File: src/asn1_te_pkg.sv
// Shared types, constants and tables for the ASN.1 time to epoch converter.
package asn1_te_pkg;

  localparam logic [7:0] CHAR_ZERO = 8'd48;
  localparam logic [7:0] CHAR_Z    = 8'd90;
  localparam logic [4:0] POS_MAX   = 5'd31;
  localparam logic [4:0] FIELD_END = 5'd10;

  localparam logic [1:0] FORM_UTC = 2'd0;
  localparam logic [1:0] FORM_GEN = 2'd1;

  localparam int DIV_DW = 17;
  localparam int DIV_RW = 9;
  localparam int DIV_PW = 35;
  localparam logic [DIV_DW-1:0] DIV_MONTHS = 17'd12;
  localparam logic [DIV_DW-1:0] DIV_ERA    = 17'd400;

  // 2^21/12 and 2^26/400 rounded up; exact for any 17-bit dividend
  localparam logic [17:0] RECIP_MONTHS = 18'd174763;
  localparam logic [17:0] RECIP_ERA    = 18'd167773;
  localparam int SHIFT_MONTHS = 21;
  localparam int SHIFT_ERA    = 26;

  typedef enum logic [1:0] {
    ERR_NONE   = 2'd0,
    ERR_KIND   = 2'd1,
    ERR_LEN    = 2'd2,
    ERR_SUFFIX = 2'd3
  } err_t;

  typedef enum logic [2:0] {
    S_ACC,
    S_EVAL,
    S_DIVM,
    S_DIVY,
    S_DAYS,
    S_SECS,
    S_DONE
  } ctrl_state_t;

  typedef struct packed {
    logic take;
    logic start_m;
    logic start_y;
    logic calc_a;
    logic calc_b;
    logic calc_c;
    logic load;
  } dp_cmd_t;

  typedef struct packed {
    logic err_none;
    logic div_busy;
  } dp_status_t;

  // Day of year at the start of a month, March-based month index.
  function automatic logic [8:0] month_doy(input logic [3:0] mp);
    logic [8:0] r;
    case (mp)
      4'd0:    r = 9'd0;
      4'd1:    r = 9'd31;
      4'd2:    r = 9'd61;
      4'd3:    r = 9'd92;
      4'd4:    r = 9'd122;
      4'd5:    r = 9'd153;
      4'd6:    r = 9'd184;
      4'd7:    r = 9'd214;
      4'd8:    r = 9'd245;
      4'd9:    r = 9'd275;
      4'd10:   r = 9'd306;
      4'd11:   r = 9'd337;
      default: r = 9'd0;
    endcase
    return r;
  endfunction

  // Whole centuries in a year of era (0..399).
  function automatic logic [1:0] yoe_cent(input logic [8:0] yoe);
    logic [1:0] r;
    if (yoe >= 9'd300) begin
      r = 2'd3;
    end else if (yoe >= 9'd200) begin
      r = 2'd2;
    end else if (yoe >= 9'd100) begin
      r = 2'd1;
    end else begin
      r = 2'd0;
    end
    return r;
  endfunction

endpackage

File: src/asn1_te_div.sv
// Constant divider by 12 or 400: reciprocal multiply, then remainder by back-multiply.
module asn1_te_div
  import asn1_te_pkg::*;
(
  input  logic              clk,
  input  logic              rst,
  input  logic              start,
  input  logic [DIV_DW-1:0] dividend,
  input  logic              by_era,
  output logic              busy,
  output logic [DIV_DW-1:0] quot,
  output logic [DIV_RW-1:0] rem
);

  logic [1:0]        count;
  logic [DIV_DW-1:0] num;
  logic              era;
  logic [DIV_PW-1:0] prod;
  logic [DIV_DW-1:0] back;

  assign busy = (count != 2'd0);
  assign prod = DIV_PW'(num) * DIV_PW'(era ? RECIP_ERA : RECIP_MONTHS);
  assign back = quot * (era ? DIV_ERA : DIV_MONTHS);

  always_ff @(posedge clk) begin
    if (rst) begin
      count <= 2'd0;
    end else if (start) begin
      count <= 2'd2;
    end else if (busy) begin
      count <= count - 2'd1;
    end
  end

  always_ff @(posedge clk) begin
    if (start) begin
      num <= dividend;
      era <= by_era;
    end else if (count == 2'd2) begin
      quot <= era ? DIV_DW'(prod[DIV_PW-1:SHIFT_ERA]) : DIV_DW'(prod[DIV_PW-1:SHIFT_MONTHS]);
    end else if (count == 2'd1) begin
      rem <= DIV_RW'(num - back);
    end
  end

endmodule

File: src/asn1_te_dp.sv
// Datapath: digit accumulators, checks, civil date arithmetic, result register.
module asn1_te_dp
  import asn1_te_pkg::*;
(
  input  logic               clk,
  input  logic               rst,
  input  dp_cmd_t            cmd,
  output dp_status_t         status,
  input  logic [7:0]         char_byte,
  input  logic [1:0]         time_form,
  input  logic               last_char,
  output logic signed [40:0] epoch_seconds,
  output logic [1:0]         error_code
);

  logic [4:0]  pos;
  logic [1:0]  held_form;
  logic [15:0] year_acc, mon_acc, day_acc, hour_acc, min_acc, sec_acc;
  err_t        err_r;
  logic signed [16:0] year_r;
  logic [3:0]  mp;
  logic [24:0] p1;
  logic [17:0] doe;
  logic signed [26:0] days;
  logic signed [40:0] dprod;
  logic signed [28:0] hms;

  logic [1:0]  form_cur;
  logic [4:0]  year_len;
  logic [4:0]  rel;
  err_t        err_cur;
  logic signed [16:0] ys, y_utc, year_cur;

  logic              div_start, div_busy;
  logic [DIV_DW-1:0] div_dividend, div_quot;
  logic [DIV_RW-1:0] div_rem;
  logic              rem_le1;
  logic signed [18:0] dm_sum, dy_sum;
  logic [25:0]       p1_full;
  logic [17:0]       doe_next;
  logic signed [26:0] days_next;
  logic signed [43:0] dprod_full;
  logic signed [28:0] hms_next;
  logic signed [40:0] secs_sum;

  function automatic logic [15:0] push(input logic [15:0] acc, input logic [7:0] b);
    return 16'((acc << 3) + (acc << 1) + {8'b0, b} - {8'b0, CHAR_ZERO});
  endfunction

  assign form_cur = (pos == 5'd0) ? time_form : held_form;
  assign year_len = (form_cur == FORM_GEN) ? 5'd4 : 5'd2;
  assign rel      = pos - year_len;

  always_comb begin
    if (form_cur != FORM_UTC && form_cur != FORM_GEN) begin
      err_cur = ERR_KIND;
    end else if (pos != year_len + FIELD_END) begin
      err_cur = ERR_LEN;
    end else if (char_byte != CHAR_Z) begin
      err_cur = ERR_SUFFIX;
    end else begin
      err_cur = ERR_NONE;
    end
  end

  assign ys    = 17'($signed(year_acc));
  assign y_utc = ys + 17'sd1900;
  always_comb begin
    if (form_cur == FORM_UTC) begin
      year_cur = (y_utc < 17'sd1950) ? (y_utc + 17'sd100) : y_utc;
    end else begin
      year_cur = ys;
    end
  end

  // Accumulators and per-string state
  always_ff @(posedge clk) begin
    if (rst || cmd.load) begin
      year_acc <= '0;
      mon_acc  <= '0;
      day_acc  <= '0;
      hour_acc <= '0;
      min_acc  <= '0;
      sec_acc  <= '0;
    end else if (cmd.take) begin
      if (pos < year_len) begin
        year_acc <= push(year_acc, char_byte);
      end else if (rel < FIELD_END) begin
        case (rel[3:1])
          3'd0:    mon_acc  <= push(mon_acc, char_byte);
          3'd1:    day_acc  <= push(day_acc, char_byte);
          3'd2:    hour_acc <= push(hour_acc, char_byte);
          3'd3:    min_acc  <= push(min_acc, char_byte);
          3'd4:    sec_acc  <= push(sec_acc, char_byte);
          default: ;
        endcase
      end
    end
  end

  always_ff @(posedge clk) begin
    if (rst) begin
      pos       <= '0;
      held_form <= '0;
    end else if (cmd.take) begin
      if (last_char) begin
        pos       <= '0;
        held_form <= '0;
      end else begin
        held_form <= form_cur;
        if (pos != POS_MAX) begin
          pos <= pos + 5'd1;
        end
      end
    end
  end

  always_ff @(posedge clk) begin
    if (rst) begin
      err_r <= ERR_NONE;
    end else if (cmd.take && last_char) begin
      err_r <= err_cur;
    end
  end

  always_ff @(posedge clk) begin
    if (cmd.take && last_char) begin
      year_r <= year_cur;
    end
  end

  // Divider: month by 12 then shifted year by 400, both offset to stay non-negative
  assign rem_le1      = (div_rem <= 9'd1);
  assign dm_sum       = 19'($signed(mon_acc)) + 19'sd32771;
  assign dy_sum       = 19'(year_r) + $signed({2'b00, div_quot})
                      + (rem_le1 ? 19'sd37268 : 19'sd37269);
  assign div_start    = cmd.start_m | cmd.start_y;
  assign div_dividend = cmd.start_m ? dm_sum[DIV_DW-1:0] : dy_sum[DIV_DW-1:0];

  asn1_te_div u_div (
    .clk      (clk),
    .rst      (rst),
    .start    (div_start),
    .dividend (div_dividend),
    .by_era   (cmd.start_y),
    .busy     (div_busy),
    .quot     (div_quot),
    .rem      (div_rem)
  );

  always_ff @(posedge clk) begin
    if (cmd.start_y) begin
      mp <= rem_le1 ? (div_rem[3:0] + 4'd10) : (div_rem[3:0] - 4'd2);
    end
  end

  assign p1_full  = {18'b0, div_quot[7:0]} * 26'd146097;
  assign doe_next = 18'(div_rem) * 18'd365 + 18'(div_rem[8:2])
                  - 18'(yoe_cent(div_rem)) + 18'(month_doy(mp));
  assign days_next = $signed({2'b00, p1}) + $signed({9'b0, doe})
                   + 27'($signed(day_acc)) - 27'sd15329169;
  assign dprod_full = days * 44'sd86400;
  assign hms_next   = $signed(hour_acc) * 29'sd3600 + $signed(min_acc) * 29'sd60;
  assign secs_sum   = dprod + 41'(hms) + 41'($signed(sec_acc));

  always_ff @(posedge clk) begin
    if (cmd.calc_a) begin
      p1  <= p1_full[24:0];
      doe <= doe_next;
    end
    if (cmd.calc_b) begin
      days <= days_next;
    end
    if (cmd.calc_c) begin
      dprod <= dprod_full[40:0];
      hms   <= hms_next;
    end
    if (cmd.load) begin
      epoch_seconds <= (err_r == ERR_NONE) ? secs_sum : '0;
      error_code    <= err_r;
    end
  end

  assign status.err_none = (err_r == ERR_NONE);
  assign status.div_busy = div_busy;

endmodule

File: src/asn1_te_ctrl.sv
// Controller: sequences accumulation, conversion steps and the result handshake.
module asn1_te_ctrl
  import asn1_te_pkg::*;
(
  input  logic       clk,
  input  logic       rst,
  input  logic       in_valid,
  output logic       in_ready,
  input  logic       last_char,
  output logic       out_valid,
  input  logic       out_ready,
  input  dp_status_t status,
  output dp_cmd_t    cmd
);

  ctrl_state_t state, state_next;

  always_ff @(posedge clk) begin
    if (rst) begin
      state <= S_ACC;
    end else begin
      state <= state_next;
    end
  end

  always_ff @(posedge clk) begin
    if (rst) begin
      out_valid <= 1'b0;
    end else if (cmd.load) begin
      out_valid <= 1'b1;
    end else if (out_ready) begin
      out_valid <= 1'b0;
    end
  end

  always_comb begin
    state_next = state;
    cmd        = '0;
    in_ready   = 1'b0;
    case (state)
      S_ACC: begin
        in_ready = 1'b1;
        if (in_valid) begin
          cmd.take = 1'b1;
          if (last_char) begin
            state_next = S_EVAL;
          end
        end
      end
      S_EVAL: begin
        if (status.err_none) begin
          cmd.start_m = 1'b1;
          state_next  = S_DIVM;
        end else begin
          state_next = S_DONE;
        end
      end
      S_DIVM: begin
        if (!status.div_busy) begin
          cmd.start_y = 1'b1;
          state_next  = S_DIVY;
        end
      end
      S_DIVY: begin
        if (!status.div_busy) begin
          cmd.calc_a = 1'b1;
          state_next = S_DAYS;
        end
      end
      S_DAYS: begin
        cmd.calc_b = 1'b1;
        state_next = S_SECS;
      end
      S_SECS: begin
        cmd.calc_c = 1'b1;
        state_next = S_DONE;
      end
      S_DONE: begin
        if (!out_valid || out_ready) begin
          cmd.load   = 1'b1;
          state_next = S_ACC;
        end
      end
      default: state_next = S_ACC;
    endcase
  end

endmodule

File: src/asn1_time_to_epoch_seconds.sv
// Top level: ASN.1 UTCTime/GeneralizedTime characters in, Unix epoch seconds out.
//
//   channel  handshake            payload
//   in       in_valid / in_ready  char_byte, time_form, last_char
//   out      out_valid/out_ready  epoch_seconds, error_code
//
// One character per cycle is taken while a string is being collected.
// After the final character, a good string goes through the check, two passes
// of the shared constant divider, then the day, second and load steps before
// the next transaction is taken. An error result goes from the check straight
// to the load step. The result sits in an output register, so a stalled out
// channel only holds the block once the next string is finished.
// Synchronous reset clears accumulators, position and error and drops out_valid.
module asn1_time_to_epoch_seconds
  import asn1_te_pkg::*;
(
  input  logic               clk,
  input  logic               rst,
  input  logic               in_valid,
  output logic               in_ready,
  input  logic [7:0]         char_byte,
  input  logic [1:0]         time_form,
  input  logic               last_char,
  output logic               out_valid,
  input  logic               out_ready,
  output logic signed [40:0] epoch_seconds,
  output logic [1:0]         error_code
);

  dp_cmd_t    cmd;
  dp_status_t status;

  asn1_te_ctrl u_ctrl (
    .clk       (clk),
    .rst       (rst),
    .in_valid  (in_valid),
    .in_ready  (in_ready),
    .last_char (last_char),
    .out_valid (out_valid),
    .out_ready (out_ready),
    .status    (status),
    .cmd       (cmd)
  );

  asn1_te_dp u_dp (
    .clk           (clk),
    .rst           (rst),
    .cmd           (cmd),
    .status        (status),
    .char_byte     (char_byte),
    .time_form     (time_form),
    .last_char     (last_char),
    .epoch_seconds (epoch_seconds),
    .error_code    (error_code)
  );

endmodule
File: config.mk
export PLATFORM = sky130hd
export DESIGN_NAME = asn1_time_to_epoch_seconds
export DESIGN_NICKNAME = d
export VERILOG_FILES = /design/src/asn1_te_pkg.sv /design/src/asn1_te_div.sv /design/src/asn1_te_dp.sv /design/src/asn1_te_ctrl.sv /design/src/asn1_time_to_epoch_seconds.sv
export SDC_FILE = /design/constraint.sdc
export NUM_CORES = 2
export LEC_CHECK = 0
export BUFFER_PORTS_ARGS = -buffer_cell sky130_fd_sc_hd__buf_2
export CAP_MARGIN = 5
export CORE_MARGIN = 2
export CORE_UTILIZATION = 57
export CTS_CLUSTER_DIAMETER = 50
export DETAILED_ROUTE_END_ITERATION = 6
export PLACE_DENSITY_LB_ADDON = 0.2
export RECOVER_POWER = 100
export SLEW_MARGIN = 20
export SYNTH_ARGS = -nofsm -noshare
export SYNTH_HDL_FRONTEND = slang
export SYNTH_HIERARCHICAL = 1
export SYNTH_SLANG_ARGS = --single-unit
File: constraint.sdc
create_clock -name clk -period 10.75 [get_ports clk]
set_input_delay 0.5375 -clock clk [delete_from_list [all_inputs] [get_ports clk]]
set_output_delay 0.5375 -clock clk [all_outputs]
set_load 0.005 [all_outputs]
After elaboration in Yosys (flattened, before gate mapping)

Memories as Yosys holds them, arrays and structs flattened. A register that Yosys moved wholly into a read port is not among the register bits.
Index checks and enable logic that the tools add are counted.

Magnitude comparators: 7
Eq/ne operators: 22
Bitwise gates (word level): 4
Multipliers: 7
Reductions and logical operators: 26
$add $sub $neg: 39
Multiplexer cells: 43
Divide/modulo/power cells: 0
Shift-type cells: 0

Operators with widths:

| cell                                                                   | count |
|---|---|
| 16-bit adder                                                           | 6 |
| 16-bit by 8-bit adder with 16-bit output                               | 6 |
| 16-bit by 6-bit subtractor with 16-bit output (second input constant)  | 6 |
| 17-bit two-way mux                                                     | 3 |
| 41-bit by 16-bit adder with 41-bit output                              | 1 |
| 41-bit by 29-bit adder with 41-bit output                              | 1 |
| 17-bit by 18-bit multiplier with 35-bit output                         | 1 |
| 17-bit adder                                                           | 2 |
| 27-bit by 11-bit multiplier with 34-bit output (second input constant) | 1 |
| 29-bit adder                                                           | 1 |
| 27-bit by 16-bit adder with 27-bit output                              | 1 |
| 27-bit by 25-bit subtractor with 27-bit output (second input constant) | 1 |
| 25-bit by 18-bit adder with 26-bit output                              | 1 |
| 16-bit by 9-bit multiplier with 25-bit output (second input constant)  | 1 |
| 8-bit by 18-bit multiplier with 25-bit output (second input constant)  | 1 |
| 16-bit by 5-bit multiplier with 21-bit output (second input constant)  | 1 |
| 3-bit two-way mux                                                      | 7 |
| 3-bit one-hot mux with 7 select lines                                  | 1 |
| 4-bit AND reduction                                                    | 5 |
| 18-bit by 7-bit adder with 18-bit output                               | 1 |
| 18-bit by 9-bit adder with 18-bit output                               | 1 |
| 9-bit by 9-bit multiplier with 18-bit output (second input constant)   | 1 |
| 2-bit two-way mux                                                      | 9 |
| 9-bit two-way mux                                                      | 2 |
| other kinds (46)                                                       | 87 |

Input bits: 15
Logic and storage cells: 176
Memory bits (writable): 0
Memories kept: 1
Output and inout bits: 45
Bits in read-only memories: 144
Bits in latches: 0
Register bits: 352

Memory list:

| name             | words | width | rd ports | clocked after Yosys merged registers in | wr ports | line              | source |
|---|---|---|---|---|---|---|---|
| (name not given) | 16    | 9     | 1        | 1                                       | 0        | asn1_te_pkg.sv:59 | `case (mp)` |

Depth between registers and ports, before layout

Word-level depth: 8
Gate-level depth with buffers: 28
Gate-level depth less buffers: 28

Hierarchy

The synthesis kept the hierarchy.

Modules (own cells, without submodules):

| module       | area each (sq um) | instances | cells an instance | sequential area each (sq um) |
|---|---|---|---|---|
| asn1_te_dp   | 37,275.8          | 1         | 3,977             | 8,137.8 |
| asn1_te_div  | 9,275.1           | 1         | 902               | 1,271.2 |
| asn1_te_ctrl | 325.3             | 1         | 40                | 80.1 |

Worst setup path before layout

No wires, ideal clock.

Path type: register to register
From: register u_dp.u_div.era
To: register u_dp.u_div.quot[8] (data pin)
Clock period less this slack: 6,389 ps
Slack: 4,361 ps
Data required time: 10,476 ps
Library setup time: 274 ps
Arrival: 6,115 ps
Cell stages (with the launch flop): 23
Path buffers: 2
Cell sequence: edfxtp_1 > inv_1 > clkbuf_1 > clkbuf_1 > nand2_1 > fa_1 > inv_1 > fa_1 > fa_1 > fa_1 > fa_1 > inv_1 > fa_1 > inv_1 > ha_1 > nand2_1 > o21ai_1 > a2111oi_0 > a211oi_1 > nor3_4 > a21oi_2 > o311ai_1 > a22oi_1

Cells in the longest elaborated chain, start to end: 3

RTL lines:

| item                                           | line              | source |
|---|---|---|
| from (decl)                                    | asn1_te_div.sv:17 | `logic era;` |
| from (signal assigned)                         | asn1_te_div.sv:38 | `era <= by_era;` |
| 14-bit two-way mux                             | asn1_te_div.sv:22 | `assign prod = DIV_PW'(num) * DIV_PW'(era ? RECIP_ERA : RECIP_MONTHS);` |
| 17-bit by 18-bit multiplier with 35-bit output | asn1_te_div.sv:22 |  |
| 9-bit two-way mux (*)                          | asn1_te_div.sv:40 | `quot <= era ? DIV_DW'(prod[DIV_PW-1:SHIFT_ERA]) : DIV_DW'(prod[DIV_PW-1:SHIFT_MONTHS]);` |
| to (signal assigned)                           | asn1_te_div.sv:40 |  |
| to (decl)                                      | asn1_te_div.sv:11 | `output logic [DIV_DW-1:0] quot,` |

Mark *: on every way between the ends. The rest lies on a longest branch, timed or not.
A chain may end at the register's enable or synchronous reset.

Final worst setup path

From: register u_dp.u_div.era
To: register u_dp.u_div.quot[3] (data pin)

Same word-level chain as after synthesis.

==> results by group <==
STA
  – Minimum clock period: 8.50 ns
  – Worst slew pin tran: 3.48 ns
  – Final Max Tran Viols: 374
  – Hold Fails Final Rpt: 0
  – Fmax: 0.118 GHz
  – Slew margin rel.: -132%
  – Endpoints failing setup: 0
  – Max Clock Skew: ~0.063 ns
  – Fin Setup TNS: 0 ns
  – RSZ-0062 raised after global routing: false
  – Period utilisation layout: between 70% and 80%

Clock network
  – Clock Root Buffer: clkbuf_16
  – CTS Sinks: 356
  – Clock Latency Late Sink: 0.66 ns
  – Clock Path Buffers: 3
  – Hold buffer count at cts: 0
  – Num CTS Buffers: 59
  – Worst-path clk slew: 0.06 ns
  – CTS tree: yes
  – CTS HTree Levels: 2
  – Setup Fix Bufs, Post-CTS: 0
  – CTS resizes: 0

Status
  – Status: finished, violations left
  – Failing checks: capacitance limit, slew limit

Critical path
  – Flop-to-flop setup slack: 2.25 ns
  – CP startpoint kind: flop
  – Setup Crit Path Kind: reg -> reg
  – Req. time, crit path: 11.04 ns
  – CP peak stage delay: roughly 1.5 ns
  – CP Max Fanout: 43
  – CP most frequent cell: fa_1
  – Crit path buffers/inverters: 5
  – Critical Path AT: roughly 8.8 ns
  – Worst Setup End Kind: flop
  – Worst path slowest cell: clkbuf_1
  – Largest delay share family, worst path: adder cells
  – Worst-path cell chain: clkbuf_1 -> inv_1 -> buf_4 -> nor2_1 -> fa_1 -> fa_1 -> fa_1 -> fa_1 -> fa_1 -> inv_1 -> fa_1 -> inv_1 -> ha_1 -> nand2_1 -> o21ai_0 -> a2111oi_0 -> a211oi_1 -> nor3_1 -> a21oi_2 -> o311ai_0 -> o21ai_1

Min path
  – Min-Delay Path Class: in -> reg

Route
  – Antenna Nets Post-Route: 0
  – WL final: 98700 um
  – First-pass DRT Iterations: 5
  – Total number of vias: 32761
  – Routed length per instance: 16.2 um
  – Vias per cell: 5.37
  – Drt initial violations: 1402
  – DRC viols: 0

Final layout
  – Area grow syn2layout: 7.25%
  – Layout cells sized above 1: 4.17%
  – Finished Layout Cells: 6101
  – ANT cells: 0
  – Footprint of the multi-input gates: about 33000 sq um
  – Sequential Area: 9490 sq um
  – NumNets Final: 6327
  – Fillers: 6915

Global routing
  – Remaining Overflow, GRT: 0
  – Met1 Use GR: a little under a third
  – Grt peak-use layer: met2
  – Grt met2 use: around 41%
  – Antenna violations before repair: 1
  – First-pass GRT wire length: 164000 um
  – Pin count of the biggest net entering global routing: 62
  – GRT Util Overall: roughly a quarter
  – GR Util met3: 2.45%
  – Vias in the first global route: 32988

Floorplanning
  – Row cnt: 105
  – Effective utilization at floorplan: 57.4%
  – Die ar.: between 80000 and 90000 sq um
  – Die Span Y: 291 um
  – Area of the core: just over 80000 sq um
  – Top Ports: 60
  – Die span in x: 291 um

Place
  – Cells after DPL: 5989
  – GPL Wtd Cong: 0.918
  – Buffers on Ports: 59
  – Final HPWL DP: a little over 80000 um

Synth
  – Ys flop type: edfxtp_1
  – #FFs+latches synth: 356
  – Post-synthesis cell count: around 4900
  – Syn avg cell area: 9.53 sq um
  – Yosys warning count: 6
  – EDFF count, synth: 236
  – Post-synthesis sequential area ratio: 20.2%
  – Synthesized cell area: 46900 sq um
  – Post-synth cell types: 109
  – Ys async rst share: 0%

Run
  – Max cap viols: 10
==> cell usage in the layout (no fill, tap or decap), types with 9 or more instances in the layout <==
| cell type | count |
|---|---|
| inv_1 | 971 |
| ha_1 | 897 |
| fa_1 | 435 |
| nand2_1 | 300 |
| a21oi_1 | 294 |
| nor2_1 | 271 |
| xnor2_1 | 270 |
| edfxtp_1 | 236 |
| o21ai_0 | 122 |
| dfxtp_1 | 120 |
| xor2_1 | 91 |
| a21o_1 | 84 |
| nand3_1 | 78 |
| nor3_1 | 69 |
| clkbuf_16 | 64 |
| o21bai_1 | 54 |
| buf_2 | 45 |
| nor2b_1 | 38 |
| o21a_1 | 38 |
| clkbuf_1 | 33 |
| and3_1 | 32 |
| or3_1 | 28 |
| nand2b_1 | 27 |
| a211oi_1 | 27 |
| o21ai_1 | 25 |
| mux2i_1 | 20 |
| o31ai_1 | 20 |
| nand4_1 | 19 |
| or2_2 | 18 |
| a31oi_1 | 17 |
| nor3b_1 | 14 |
| o211ai_1 | 14 |
| o41ai_1 | 13 |
| a211o_1 | 11 |
| and2_1 | 11 |
| and2_0 | 10 |
| a21boi_0 | 10 |
| clkinv_2 | 9 |
==> Yosys cell counts, types with 26 or more instances <==
cell type	n	area share [%]
o21ai_1	52	0.56
a211oi_1	26	0.42
nor2_1	272	2.2
nor3_1	66	0.70
clkbuf_1	64	0.51
a21o_1	84	1.3
o21bai_1	54	0.86
a21oi_1	291	3.1
o21a_1	38	0.61
xnor2_1	270	5.0
o21ai_0	94	1.0
edfxtp_1	236	15
fa_1	435	19
nand3_1	78	0.83
nand2b_1	26	0.35
nand2_1	299	2.4
ha_1	897	24
xor2_1	91	1.7
nor2b_1	38	0.51
dfxtp_1	120	5.1
inv_1	971	7.8
and3_1	32	0.43
or3_1	28	0.37
==> worst min-delay path: cells and delay by family <==
kind	cells	cell delay, ns
AO/OA/AOI/OAI	1	0.05
buffers and inverters	1	0.16
AND/OR/NAND/NOR	1	0.07
==> logic make-up after synthesis <==
kind of cell    after synthesis  share of synthesized area, %
compound gates              835                          11.7
xor+xnor                    362                          6.80
fa+ha+maj                  1333                          42.5
buf+inv                    1055                          8.59
flops                       356                          20.2
mux                          26                         0.579
other cells                   1                       0.00800
simple gates                951                          9.53
==> worst paths after layout <==
kind / from / end / cells past startpoint
hold reg to reg: u_dp/err_r[0] / u_dp/error_code[0] / 0
setup / recovery: u_dp/u_div/era / u_dp/u_div/quot[3] / 21
hold / removal: char_byte[0] / u_dp/sec_acc[0] / 3
setup reg to reg: u_dp/u_div/era / u_dp/u_div/quot[3] / 21
==> routing by layer <==
layer / vias up / part of all wire (%)
li1: 16535 / -
met1: 15613 / 46
met2: 470 / 48
met3: 143 / 3.4
met4: 0 / 2.7
met5: - / 0
==> sequential cells by signal, indices dropped and copies added, names as in the netlist, 3 cells and up, named ones only <==
name	count
u_dp/epoch_seconds	41
u_dp/dprod	34
u_dp/days	27
u_dp/hms	27
u_dp/p1	25
u_dp/doe	18
u_dp/u_div/num	17
u_dp/year_r	17
u_dp/day_acc	16
u_dp/hour_acc	16
u_dp/min_acc	16
u_dp/mon_acc	16
u_dp/sec_acc	16
u_dp/year_acc	16
u_dp/u_div/quot	14
u_dp/u_div/rem	9
u_dp/pos	5
u_dp/mp	4
u_ctrl/state	3
==> area by class of cell <==
| class | instances | share of cell area (%) |
|---|---|---|
| clock buffer | 76 | 3.35 |
| clock inverter | 36 | 0.908 |
| inverter | 974 | 7.30 |
| multi-input combinational | 3514 | 66.2 |
| sequential | 356 | 18.9 |
| tap | 1070 | 2.66 |
| timing repair buffer | 75 | 0.709 |
==> metrics by stage <==
stage,worst slack [ns],hold slack [ns],util [%],instance area [sq um]
after global placement,3.91,0.443,59.2,48300
after detailed placement,3.86,0.448,59.2,48300
after CTS,3.82,0.178,61.8,50500
final,2.25,0.208,61.5,50300
after floorplan,4.36,0.422,-,46900
after global routing,1.79,0.205,61.5,50300
Power is not shown: default switching activity piles up to over one toggle a cycle in this logic, so the estimate is an artifact.
